===== src/design/ufs_pkg.sv =====
package ufs_pkg;

  // Default sizes handed to the top level parameters.
  localparam int QUEUE_COUNT_DEF   = 64;
  localparam int POSITION_BITS_DEF = 16;

  // Configuration register indexes.
  localparam int CFG_INDEX_BITS = 8;
  localparam logic [CFG_INDEX_BITS-1:0] CFG_PORT_RANGE_LOW  = 8'd0;
  localparam logic [CFG_INDEX_BITS-1:0] CFG_PORT_RANGE_HIGH = 8'd1;
  localparam logic [CFG_INDEX_BITS-1:0] CFG_PORT_SINGLE     = 8'd2;
  localparam logic [CFG_INDEX_BITS-1:0] CFG_QUEUE_BOUND     = 8'd3;

  localparam int CFG_DATA_BITS = 64;

  // Register reset values.
  localparam logic [15:0] PORT_RANGE_LOW_RST  = 16'd12000;
  localparam logic [15:0] PORT_RANGE_HIGH_RST = 16'd12100;
  localparam logic [15:0] PORT_SINGLE_RST     = 16'd8001;
  localparam logic [63:0] QUEUE_BOUND_RST     = 64'd0;

  // Protocol constants.
  localparam logic [15:0] ETHERTYPE_IPV4 = 16'h0800;
  localparam logic [7:0]  IP_PROTO_UDP   = 8'd17;
  localparam logic [3:0]  IHL_MIN        = 4'd5;
  localparam logic [13:0] FRAG_MASK      = 14'h3FFF;

  // Byte offsets inside the frame.
  localparam int OFS_ETHERTYPE_HI = 12;
  localparam int OFS_ETHERTYPE_LO = 13;
  localparam int OFS_IHL          = 14;
  localparam int OFS_FRAG_HI      = 20;
  localparam int OFS_FRAG_LO      = 21;
  localparam int OFS_PROTOCOL     = 23;
  localparam int OFS_PORT_SEARCH  = 15;
  localparam int OFS_DPORT_BASE   = 16;  // Ethernet header plus UDP source port
  localparam int LEN_ETH          = 14;
  localparam int LEN_ETH_IP       = 34;
  localparam int LEN_UDP_BASE     = 22;  // Ethernet header plus UDP header

  typedef enum logic [2:0] {
    RSN_REDIRECT  = 3'd0,
    RSN_SHORT     = 3'd1,
    RSN_NOT_IPV4  = 3'd2,
    RSN_BAD_PROTO = 3'd3,
    RSN_FRAGMENT  = 3'd4,
    RSN_NO_PORT   = 3'd5,
    RSN_UNBOUND   = 3'd6
  } reason_t;

  typedef struct packed {
    logic [15:0] port_range_low;
    logic [15:0] port_range_high;
    logic [15:0] port_single;
    logic [63:0] queue_bound_mask;
  } steer_cfg_t;

  typedef struct packed {
    logic [15:0] ether_type;
    logic [3:0]  header_words;
    logic [7:0]  ip_protocol;
    logic [13:0] fragment_bits;
    logic [15:0] dest_port;
    logic [5:0]  frame_queue;
  } hdr_fields_t;

  typedef struct packed {
    logic        verdict;
    logic [5:0]  target_queue;
    reason_t     reason;
  } verdict_t;

endpackage


===== src/design/ufs_cfg_regs.sv =====
module ufs_cfg_regs (
  input  logic                             clk,
  input  logic                             rst,
  input  logic                             cfg_valid,
  output logic                             cfg_ready,
  input  logic [ufs_pkg::CFG_INDEX_BITS-1:0] cfg_index,
  input  logic [ufs_pkg::CFG_DATA_BITS-1:0]  cfg_data,
  output ufs_pkg::steer_cfg_t              cfg
);
  import ufs_pkg::*;

  assign cfg_ready = 1'b1;

  always_ff @(posedge clk) begin
    if (rst) begin
      cfg.port_range_low   <= PORT_RANGE_LOW_RST;
      cfg.port_range_high  <= PORT_RANGE_HIGH_RST;
      cfg.port_single      <= PORT_SINGLE_RST;
      cfg.queue_bound_mask <= QUEUE_BOUND_RST;
    end else if (cfg_valid) begin
      unique case (cfg_index)
        CFG_PORT_RANGE_LOW:  cfg.port_range_low   <= cfg_data[15:0];
        CFG_PORT_RANGE_HIGH: cfg.port_range_high  <= cfg_data[15:0];
        CFG_PORT_SINGLE:     cfg.port_single      <= cfg_data[15:0];
        CFG_QUEUE_BOUND:     cfg.queue_bound_mask <= cfg_data;
        default: ;
      endcase
    end
  end

endmodule


===== src/design/ufs_hdr_capture.sv =====
module ufs_hdr_capture #(
  parameter int POSITION_BITS = ufs_pkg::POSITION_BITS_DEF
) (
  input  logic                     clk,
  input  logic                     rst,
  input  logic                     step,
  input  logic [7:0]               data_byte,
  input  logic                     last_byte,
  input  logic [5:0]               rx_queue,
  output ufs_pkg::hdr_fields_t     hdr_next,
  output logic [POSITION_BITS:0]   frame_len
);
  import ufs_pkg::*;

  localparam logic [POSITION_BITS-1:0] POS_MAX = '1;

  logic [POSITION_BITS-1:0] byte_position;
  logic [POSITION_BITS-1:0] byte_position_next;
  logic [POSITION_BITS-1:0] port_at;
  hdr_fields_t              hdr;
  logic                     pos_live;

  assign pos_live = (byte_position != POS_MAX);
  assign port_at  = POSITION_BITS'(OFS_DPORT_BASE) + POSITION_BITS'({hdr.header_words, 2'b00});
  assign frame_len = {1'b0, byte_position} + (POSITION_BITS+1)'(1);

  // Header fields as they stand once the current byte has been taken in;
  // the verdict for a last byte must see that byte's own capture.
  always_comb begin
    hdr_next = hdr;
    if (byte_position == '0) hdr_next.frame_queue = rx_queue;
    if (pos_live) begin
      if (byte_position == POSITION_BITS'(OFS_ETHERTYPE_HI)) hdr_next.ether_type[15:8] = data_byte;
      if (byte_position == POSITION_BITS'(OFS_ETHERTYPE_LO)) hdr_next.ether_type[7:0]  = data_byte;
      if (byte_position == POSITION_BITS'(OFS_IHL)) hdr_next.header_words = data_byte[3:0];
      if (byte_position == POSITION_BITS'(OFS_FRAG_HI)) hdr_next.fragment_bits[13:8] = data_byte[5:0];
      if (byte_position == POSITION_BITS'(OFS_FRAG_LO)) hdr_next.fragment_bits[7:0]  = data_byte;
      if (byte_position == POSITION_BITS'(OFS_PROTOCOL)) hdr_next.ip_protocol = data_byte;
      if (byte_position >= POSITION_BITS'(OFS_PORT_SEARCH)) begin
        if (byte_position == port_at) hdr_next.dest_port[15:8] = data_byte;
        if (byte_position == port_at + POSITION_BITS'(1)) hdr_next.dest_port[7:0] = data_byte;
      end
    end
  end

  always_comb begin
    byte_position_next = byte_position;
    if (pos_live) byte_position_next = byte_position + POSITION_BITS'(1);
    if (last_byte) byte_position_next = '0;
  end

  always_ff @(posedge clk) begin
    if (rst) begin
      byte_position <= '0;
      hdr           <= '0;
    end else if (step) begin
      byte_position <= byte_position_next;
      hdr           <= hdr_next;
    end
  end

endmodule


===== src/design/ufs_verdict.sv =====
module ufs_verdict #(
  parameter int QUEUE_COUNT   = ufs_pkg::QUEUE_COUNT_DEF,
  parameter int POSITION_BITS = ufs_pkg::POSITION_BITS_DEF
) (
  input  ufs_pkg::steer_cfg_t    cfg,
  input  ufs_pkg::hdr_fields_t   hdr,
  input  logic [POSITION_BITS:0] frame_len,
  output ufs_pkg::verdict_t      result
);
  import ufs_pkg::*;

  localparam int LW = POSITION_BITS + 1;

  logic [LW-1:0] udp_need;
  logic          port_hit;
  logic          queue_ok;
  reason_t       reason;

  assign udp_need = LW'(LEN_UDP_BASE) + LW'({hdr.header_words, 2'b00});

  // An inverted range matches nothing, leaving only the single port.
  assign port_hit = ((hdr.dest_port >= cfg.port_range_low) &&
                     (hdr.dest_port <= cfg.port_range_high)) ||
                    (hdr.dest_port == cfg.port_single);

  // Queues at or past the configured count never have a socket.
  assign queue_ok = ({1'b0, hdr.frame_queue} < 7'(QUEUE_COUNT)) &&
                    cfg.queue_bound_mask[hdr.frame_queue];

  always_comb begin
    priority if (frame_len < LW'(LEN_ETH))                  reason = RSN_SHORT;
    else if (hdr.ether_type != ETHERTYPE_IPV4)              reason = RSN_NOT_IPV4;
    else if (frame_len < LW'(LEN_ETH_IP))                   reason = RSN_SHORT;
    else if ((hdr.header_words < IHL_MIN) ||
             (hdr.ip_protocol != IP_PROTO_UDP))             reason = RSN_BAD_PROTO;
    else if ((hdr.fragment_bits & FRAG_MASK) != '0)         reason = RSN_FRAGMENT;
    else if (frame_len < udp_need)                          reason = RSN_SHORT;
    else if (!port_hit)                                     reason = RSN_NO_PORT;
    else if (!queue_ok)                                     reason = RSN_UNBOUND;
    else                                                    reason = RSN_REDIRECT;
  end

  always_comb begin
    result.reason       = reason;
    result.verdict      = (reason == RSN_REDIRECT);
    result.target_queue = (reason == RSN_REDIRECT) ? hdr.frame_queue : 6'd0;
  end

endmodule


===== src/design/udp_port_frame_steer_unit.sv =====
// Channel     | Dir | Signals                           | Transaction
// ------------+-----+-----------------------------------+-------------------------------
// frame in    | in  | s_tvalid s_tready s_tdata s_tuser | one frame byte, tlast on final
//             |     | s_tlast                           |
// verdict out | out | m_tvalid m_tready m_tdata          | one verdict per frame
// config      | in  | cfg_valid cfg_ready cfg_index     | one register write
//             |     | cfg_data                          |
//
// One byte is accepted per clock cycle when the verdict side is not stalled.
// A byte is held in an input register, then parsed against the captured header
// state; the verdict of a final byte is loaded into the output register when
// that byte leaves the input register, and is then offered on the verdict stream.
// Reset is synchronous and restores the register defaults and a fresh frame.
// A pending verdict that is not taken only stalls a following final byte;
// bytes inside a frame keep flowing.
module udp_port_frame_steer_unit #(
  parameter int QUEUE_COUNT   = ufs_pkg::QUEUE_COUNT_DEF,
  parameter int POSITION_BITS = ufs_pkg::POSITION_BITS_DEF
) (
  input  logic                               clk,
  input  logic                               rst,
  // Frame byte stream.
  input  logic                               s_tvalid,
  output logic                               s_tready,
  input  logic [7:0]                         s_tdata,  // [7:0] data_byte
  input  logic [5:0]                         s_tuser,  // [5:0] rx_queue
  input  logic                               s_tlast,  // last_byte
  // Verdict stream.
  output logic                               m_tvalid,
  input  logic                               m_tready,
  output logic [15:0]                        m_tdata,  // [0] verdict, [6:1] target_queue,
                                                       // [9:7] reason, [15:10] zero
  // Register writes.
  input  logic                               cfg_valid,
  output logic                               cfg_ready,
  input  logic [ufs_pkg::CFG_INDEX_BITS-1:0] cfg_index,
  input  logic [ufs_pkg::CFG_DATA_BITS-1:0]  cfg_data
);
  import ufs_pkg::*;

  steer_cfg_t               cfg;
  hdr_fields_t              hdr_next;
  verdict_t                 result;
  logic [POSITION_BITS:0]   frame_len;

  // Input register.
  logic       in_valid;
  logic [7:0] in_data;
  logic       in_last;
  logic [5:0] in_queue;
  logic       in_step;

  // Output register.
  logic       out_valid;
  verdict_t   out_result;

  // The held byte moves on unless it is a final byte and the output register
  // still holds a verdict that is not being taken this cycle.
  assign in_step  = in_valid && (!in_last || !out_valid || m_tready);
  assign s_tready = !in_valid || in_step;

  always_ff @(posedge clk) begin
    if (rst) begin
      in_valid <= 1'b0;
    end else if (s_tready) begin
      in_valid <= s_tvalid;
    end
  end

  always_ff @(posedge clk) begin
    if (s_tready) begin
      in_data  <= s_tdata;
      in_last  <= s_tlast;
      in_queue <= s_tuser;
    end
  end

  ufs_cfg_regs u_cfg (
    .clk       (clk),
    .rst       (rst),
    .cfg_valid (cfg_valid),
    .cfg_ready (cfg_ready),
    .cfg_index (cfg_index),
    .cfg_data  (cfg_data),
    .cfg       (cfg)
  );

  ufs_hdr_capture #(
    .POSITION_BITS (POSITION_BITS)
  ) u_capture (
    .clk       (clk),
    .rst       (rst),
    .step      (in_step),
    .data_byte (in_data),
    .last_byte (in_last),
    .rx_queue  (in_queue),
    .hdr_next  (hdr_next),
    .frame_len (frame_len)
  );

  ufs_verdict #(
    .QUEUE_COUNT   (QUEUE_COUNT),
    .POSITION_BITS (POSITION_BITS)
  ) u_verdict (
    .cfg       (cfg),
    .hdr       (hdr_next),
    .frame_len (frame_len),
    .result    (result)
  );

  always_ff @(posedge clk) begin
    if (rst) begin
      out_valid <= 1'b0;
    end else if (in_step && in_last) begin
      out_valid <= 1'b1;
    end else if (m_tready) begin
      out_valid <= 1'b0;
    end
  end

  always_ff @(posedge clk) begin
    if (in_step && in_last) begin
      out_result <= result;
    end
  end

  assign m_tvalid = out_valid;
  assign m_tdata  = {6'd0, out_result.reason, out_result.target_queue, out_result.verdict};

endmodule


===== config.mk =====
export PLATFORM = sky130hd
export DESIGN_NAME = udp_port_frame_steer_unit
export DESIGN_NICKNAME = d
export VERILOG_FILES = /design/src/design/ufs_pkg.sv /design/src/design/ufs_cfg_regs.sv /design/src/design/ufs_hdr_capture.sv /design/src/design/ufs_verdict.sv /design/src/design/udp_port_frame_steer_unit.sv
export SDC_FILE = /design/constraint.sdc
export NUM_CORES = 1
export LEC_CHECK = 0
export BUFFER_PORTS_ARGS = -buffer_cell sky130_fd_sc_hd__buf_2
export CORE_MARGIN = 1.5
export CORE_UTILIZATION = 55
export CTS_BUF_LIST = sky130_fd_sc_hd__clkbuf_8
export DETAILED_ROUTE_END_ITERATION = 7
export GPL_TIMING_DRIVEN = 0
export PLACE_DENSITY = 0.78
export SKIP_CTS_REPAIR_TIMING = 1
export SYNTH_ARGS = -nofsm -noshare
export SYNTH_HDL_FRONTEND = slang
export SYNTH_SLANG_ARGS = --single-unit

===== constraint.sdc =====
create_clock -name clk -period 5.1 [get_ports clk]
set_clock_uncertainty 0.2 [all_clocks]
set_input_delay 1.02 -clock clk [delete_from_list [all_inputs] [get_ports clk]]
set_output_delay 1.02 -clock clk [all_outputs]
set_load 0.1 [all_outputs]

# Yosys cells after proc, flatten, opt, wreduce, memory -nomap -nowiden
# Index checks and enable logic that the tools add are counted.
# classes
n_addsub,5
mul,0
n_div,0
magnitude_cmp,8
eq_ne,15
n_shift,0
mux,25
n_bitwise,0
reduce_logical,22
# op_table
cell,count
58-bit two-way mux,1
16-bit equality test,3
16-bit by 4-bit equality test with 1-bit output (second input constant),3
16-bit by 5-bit equality test with 1-bit output (second input constant),3
16-bit two-way mux,3
8-bit two-way mux,6
16-bit by 1-bit adder with 16-bit output (second input constant),2
3-bit two-way mux,8
16-bit by 1-bit adder with 17-bit output (second input constant),1
17-bit less-than comparator,1
17-bit by 4-bit less-than comparator with 1-bit output (second input constant),1
17-bit by 6-bit less-than comparator with 1-bit output (second input constant),1
8-bit by 2-bit equality test with 1-bit output (second input constant),2
16-bit >= comparator,1
16-bit by 4-bit >= comparator with 1-bit output (second input constant),1
16-bit <= comparator,1
16-bit logical NOT,1
16-bit by 12-bit inequality test with 1-bit output (second input constant),1
16-bit inequality test (second input constant),1
5-bit by 6-bit adder with 7-bit output (first input constant),2
14-bit nonzero test,1
6-bit two-way mux,2
2-bit AND reduction,5
8-bit by 1-bit equality test with 1-bit output (second input constant),1
12 further kinds,23
# word_totals
register_bits,219
latch_bits,0
mem_bits_rw,0
mem_bits_ro,0
input_bits,92
out_inout_bits,19
wordCells,94
memories,0

# Logic depth before layout (Yosys ltp)
# depth
ltp_word,17
ltp_mapped,21
depth_no_buf,18

# Modules after synthesis
# A second synthesis with hierarchy kept.
# unflattened
hier_cells,1226
area_unflattened_um2,12479.5
# by_module_without_submodules
module,instances,cells_per_inst,area_each_um2,seq_area_each_um2
ufs_cfg_regs,1,452,4794.6,2242.2
ufs_hdr_capture,1,487,4639.4,1601.5
ufs_verdict,1,244,2137.0,0.0
udp_port_frame_steer_unit,1,43,908.4,790.8

# Worst setup path after synthesis
# Ideal clock, no wire load.
# synth_timing
path_type,register to register
startpoint,register u_capture.byte_position[10]
endpoint,"register out_result, in the netlist m_tdata[2], data pin"
setup_ns,0.136
arrival_ns,4.562
required_time_ns,4.764
path_slack_ns,0.202
stages_incl_launch_ff,20
n_path_buf,4
synth_period_minus_slack_ns,4.898
path_cell_list,dfxtp_1 -> buf_2 -> or4_4 -> or3_1 -> buf_2 -> nor3_4 -> buf_2 -> mux2i_1 -> inv_1 -> ha_1 -> a22o_1 -> a2111oi_0 -> o21ai_0 -> o221ai_1 -> a21oi_1 -> a2bb2oi_1 -> nand3b_1 -> or4_1 -> buf_2 -> nor2_2
# synth_rtl
element,line,source
start: declaration,ufs_hdr_capture.sv:17,logic [POSITION_BITS-1:0] byte_position;
start signal: assignment,ufs_hdr_capture.sv:57,byte_position <= byte_position_next;
end signal: assignment,udp_port_frame_steer_unit.sv:123,out_result <= result;
end: declaration,udp_port_frame_steer_unit.sv:55,verdict_t out_result;

==> results.tsv <==
stage	metric	value	unit
drt	vias	10500	
clock_network	root_buffer	clkbuf_8	
placement	portBuffers	101	
clock_network	tritoncts	done	
global_route	antenna_found_initial	1	
drt	drtAntennaViolNets	0	
placement	dp_slack	-0.6773	ns
critical_path	arrival	5.14	ns
pwr	vdd_drop_max	0.0001830	V
finish	final_cell_mix	270 x nand2_1, 194 x dfxtp_1, 156 x a21oi_1	
critical_path	cp_max_fo	7	
placement	placed_cells	1730	
timing	final.setup.worst_slack	0.1435	ns
pwr	power_frac_clock	43.5	%
pwr	p_int	2.780	mW
timing	fin_crit_sh	97.19	%
worst_hold_path	hp-class	reg2reg	
critical_path	crit_path_start_kind	register	
floorplanning	rows	51	
finish	areaGrowthSynthToFinish	18.21	%
pwr	total_power	3.725	mW
timing	worst-slew-pin-transition	0.9375	ns
global_route	grt_pass1_wl	47580	um
floorplanning	core_area	19590	um2
drt	drc	0	
clock_network	cts_buffers	38	
drt	first_pass_iters	6	
placement	gp_congestion	0.9211	
floorplanning	die_x	144.9	um
logic_synthesis	synth_cell_types	68	
finish	post-route-util	66.78	%
pwr	p_sw	0.9448	mW
critical_path	end_kind	register	
logic_synthesis	synth-main-ff-cell	dfxtp_1	
logic_synthesis	syn_area	11070	um2
pwr	p_leak	5.314	nW
timing	slew_violations	0	
status	outcome	finished, final reports clean	
pwr	p_sw_share	25.36	%
pwr	p_per_area	284.7	nW/um2
floorplanning	die-height	144.9	um
placement	dp_hpwl	22290	um
logic_synthesis	syn_avg_cell_area	8.143	um2
critical_path	path_class	reg2reg	
clock_network	insertion_delay	0.53	ns
drt	drt_iter0_markers	787	
logic_synthesis	synth_warnings	0	
clock_network	cts_sinks	219	
finish	instances_no_fill	1810	
floorplanning	io_pins	111	
global_route	grt_pass1_vias	9580	
drt	wl_per_cell	17.28	um
floorplanning	die_area	20980	um2
logic_synthesis	async_flop_share	0	%
clock_network	htreeDepth	2	
drt	drt_wl_total	31270	um
pwr	combPwrFrac	8.7	%
timing	max_freq	201.8	MHz
placement	place_area	11920	um2
timing	whs	0.2514	ns
finish	final_area	13080	um2
finish	final_common_cell	nand2_1	
finish	fillers	1620	
global_route	grt_use_total	28.94	%
critical_path	worstPathRequired	5.28	ns
timing	hold_viol	0	
global_route	grt_max_degree	18	
timing	tns	0	ns
logic_synthesis	synth-edff-count	25	
pwr	pwr-share-seq	47.8	%
timing	max_slew_margin	37.32	%
logic_synthesis	postSynthCellCount	1359	
finish	fin_nets	1657	
run	max-cap-violations	0	
global_route	overflow	0	
timing	setup_violations	0	
logic_synthesis	ys_ff_latch	219	
timing	period_needed	4.956	ns
clock_network	clk_pin_slew	0.06	ns
clock_network	clk_path_buf_depth	3	
finish	layout-drive-gt1-share	15.93	%
logic_synthesis	ys_seq_area_share	41.88	%
floorplanning	start_util	56.49	%
drt	vias_per_cell	5.803	
## synthesized netlist by cell type, drive strengths merged (22+ instances only)
cell	number	area [um2]
xnor2	22	192.7
ha	44	550.5
nand2	271	1017
nor2	128	495.5
edfxtp	25	750.7
dfxtp	194	3884
nand3	39	195.2
inv	61	229.0
a211oi	29	217.7
a21oi	160	800.8
o21ai	23	115.1
mux2i	63	630.6
clkbuf	74	277.8
## cells by family (layout without fill, tap and decap cells)
| kind of cell | Yosys count | in the layout | share of synthesized area (%) |
|---|---|---|---|
| AO/OA/AOI/OAI | 298 | 298 | 16.56 |
| adder cells (fa/ha/maj) | 44 | 44 | 4.975 |
| other | 2 | 8 | 0.06786 |
| flip-flops | 219 | 219 | 41.88 |
| buffers and inverters | 155 | 335 | 5.608 |
| AND/OR/NAND/NOR | 537 | 537 | 21.67 |
| XOR/XNOR | 28 | 28 | 2.216 |
| multiplexers | 76 | 76 | 7.021 |
## state kept, by name, summed over array words and instances (netlist names)
name	count
in_data	8
u_capture.byte_position	16
u_cfg.cfg	112
m_tdata	10
m_tvalid	1
in_last	1
in_valid	1
in_queue	6
u_capture.hdr	64
## metal layers
layer	vias up	track usage [%]	share of wire, %
li1	5022	-	-
met1	4918	37.53	41
met2	453	47.12	47
met3	111	5.298	8.1
met4	0	12.60	3.8
met5	-	0	0
## worst max-delay path, stage by stage, from the launching register on
cell and delay (ns):
dfxtp_1 0.29, buf_2 0.15, or4_4 0.51, or3_4 0.34, buf_6 0.15, nor3_4 0.26, buf_6 0.20, buf_12 0.11
mux2i_4 0.27, inv_2 0.10, ha_4 0.24, a22o_1 0.24, a2111oi_2 0.19, o21ai_1 0.17, nor2_1 0.18, a21oi_2 0.12
a2bb2oi_4 0.18, nand3b_1 0.21, or4_4 0.45, buf_6 0.16, nor2_2 0.09
## area by class of cell
type | instances | area (um2) | share of cell area, %
multi-input combinational | 990 | 6070 | 46.39
sequential | 219 | 4634 | 35.42
timing repair buffer | 119 | 658.1 | 5.031
clock buffer | 43 | 591.8 | 4.524
buffer | 92 | 411.6 | 3.147
tap | 265 | 331.6 | 2.534
inverter | 61 | 229.0 | 1.750
clock inverter | 20 | 153.9 | 1.176
antenna | 1 | 2.502 | 0.01913
## power groups by stage
| stage | clock network, mW | logic (mW) | registers [mW] |
|---|---|---|---|
| 2_1_floorplan | 0 | 0.183 | 1.81 |
| 3_3_place_gp | 0 | 0.296 | 1.81 |
| 3_5_place_dp | 0 | 0.300 | 1.81 |
| 4_1_cts | 1.64 | 0.302 | 1.78 |
| 5_1_grt | 1.71 | 0.346 | 1.78 |
| 6_report | 1.62 | 0.324 | 1.78 |
## final timing paths
path,to,slack (ns),cells past startpoint,start
worst max-delay path,m_tdata[1],0.14,20,u_capture.byte_position[10]
worst min-delay path,u_cfg.cfg[84],0.25,2,u_cfg.cfg[84]
worst min register to register,u_cfg.cfg[84],0.25,2,u_cfg.cfg[84]
worst max register to register,m_tdata[1],0.14,20,u_capture.byte_position[10]
Note: power is estimated with default switching activity, not from simulation.
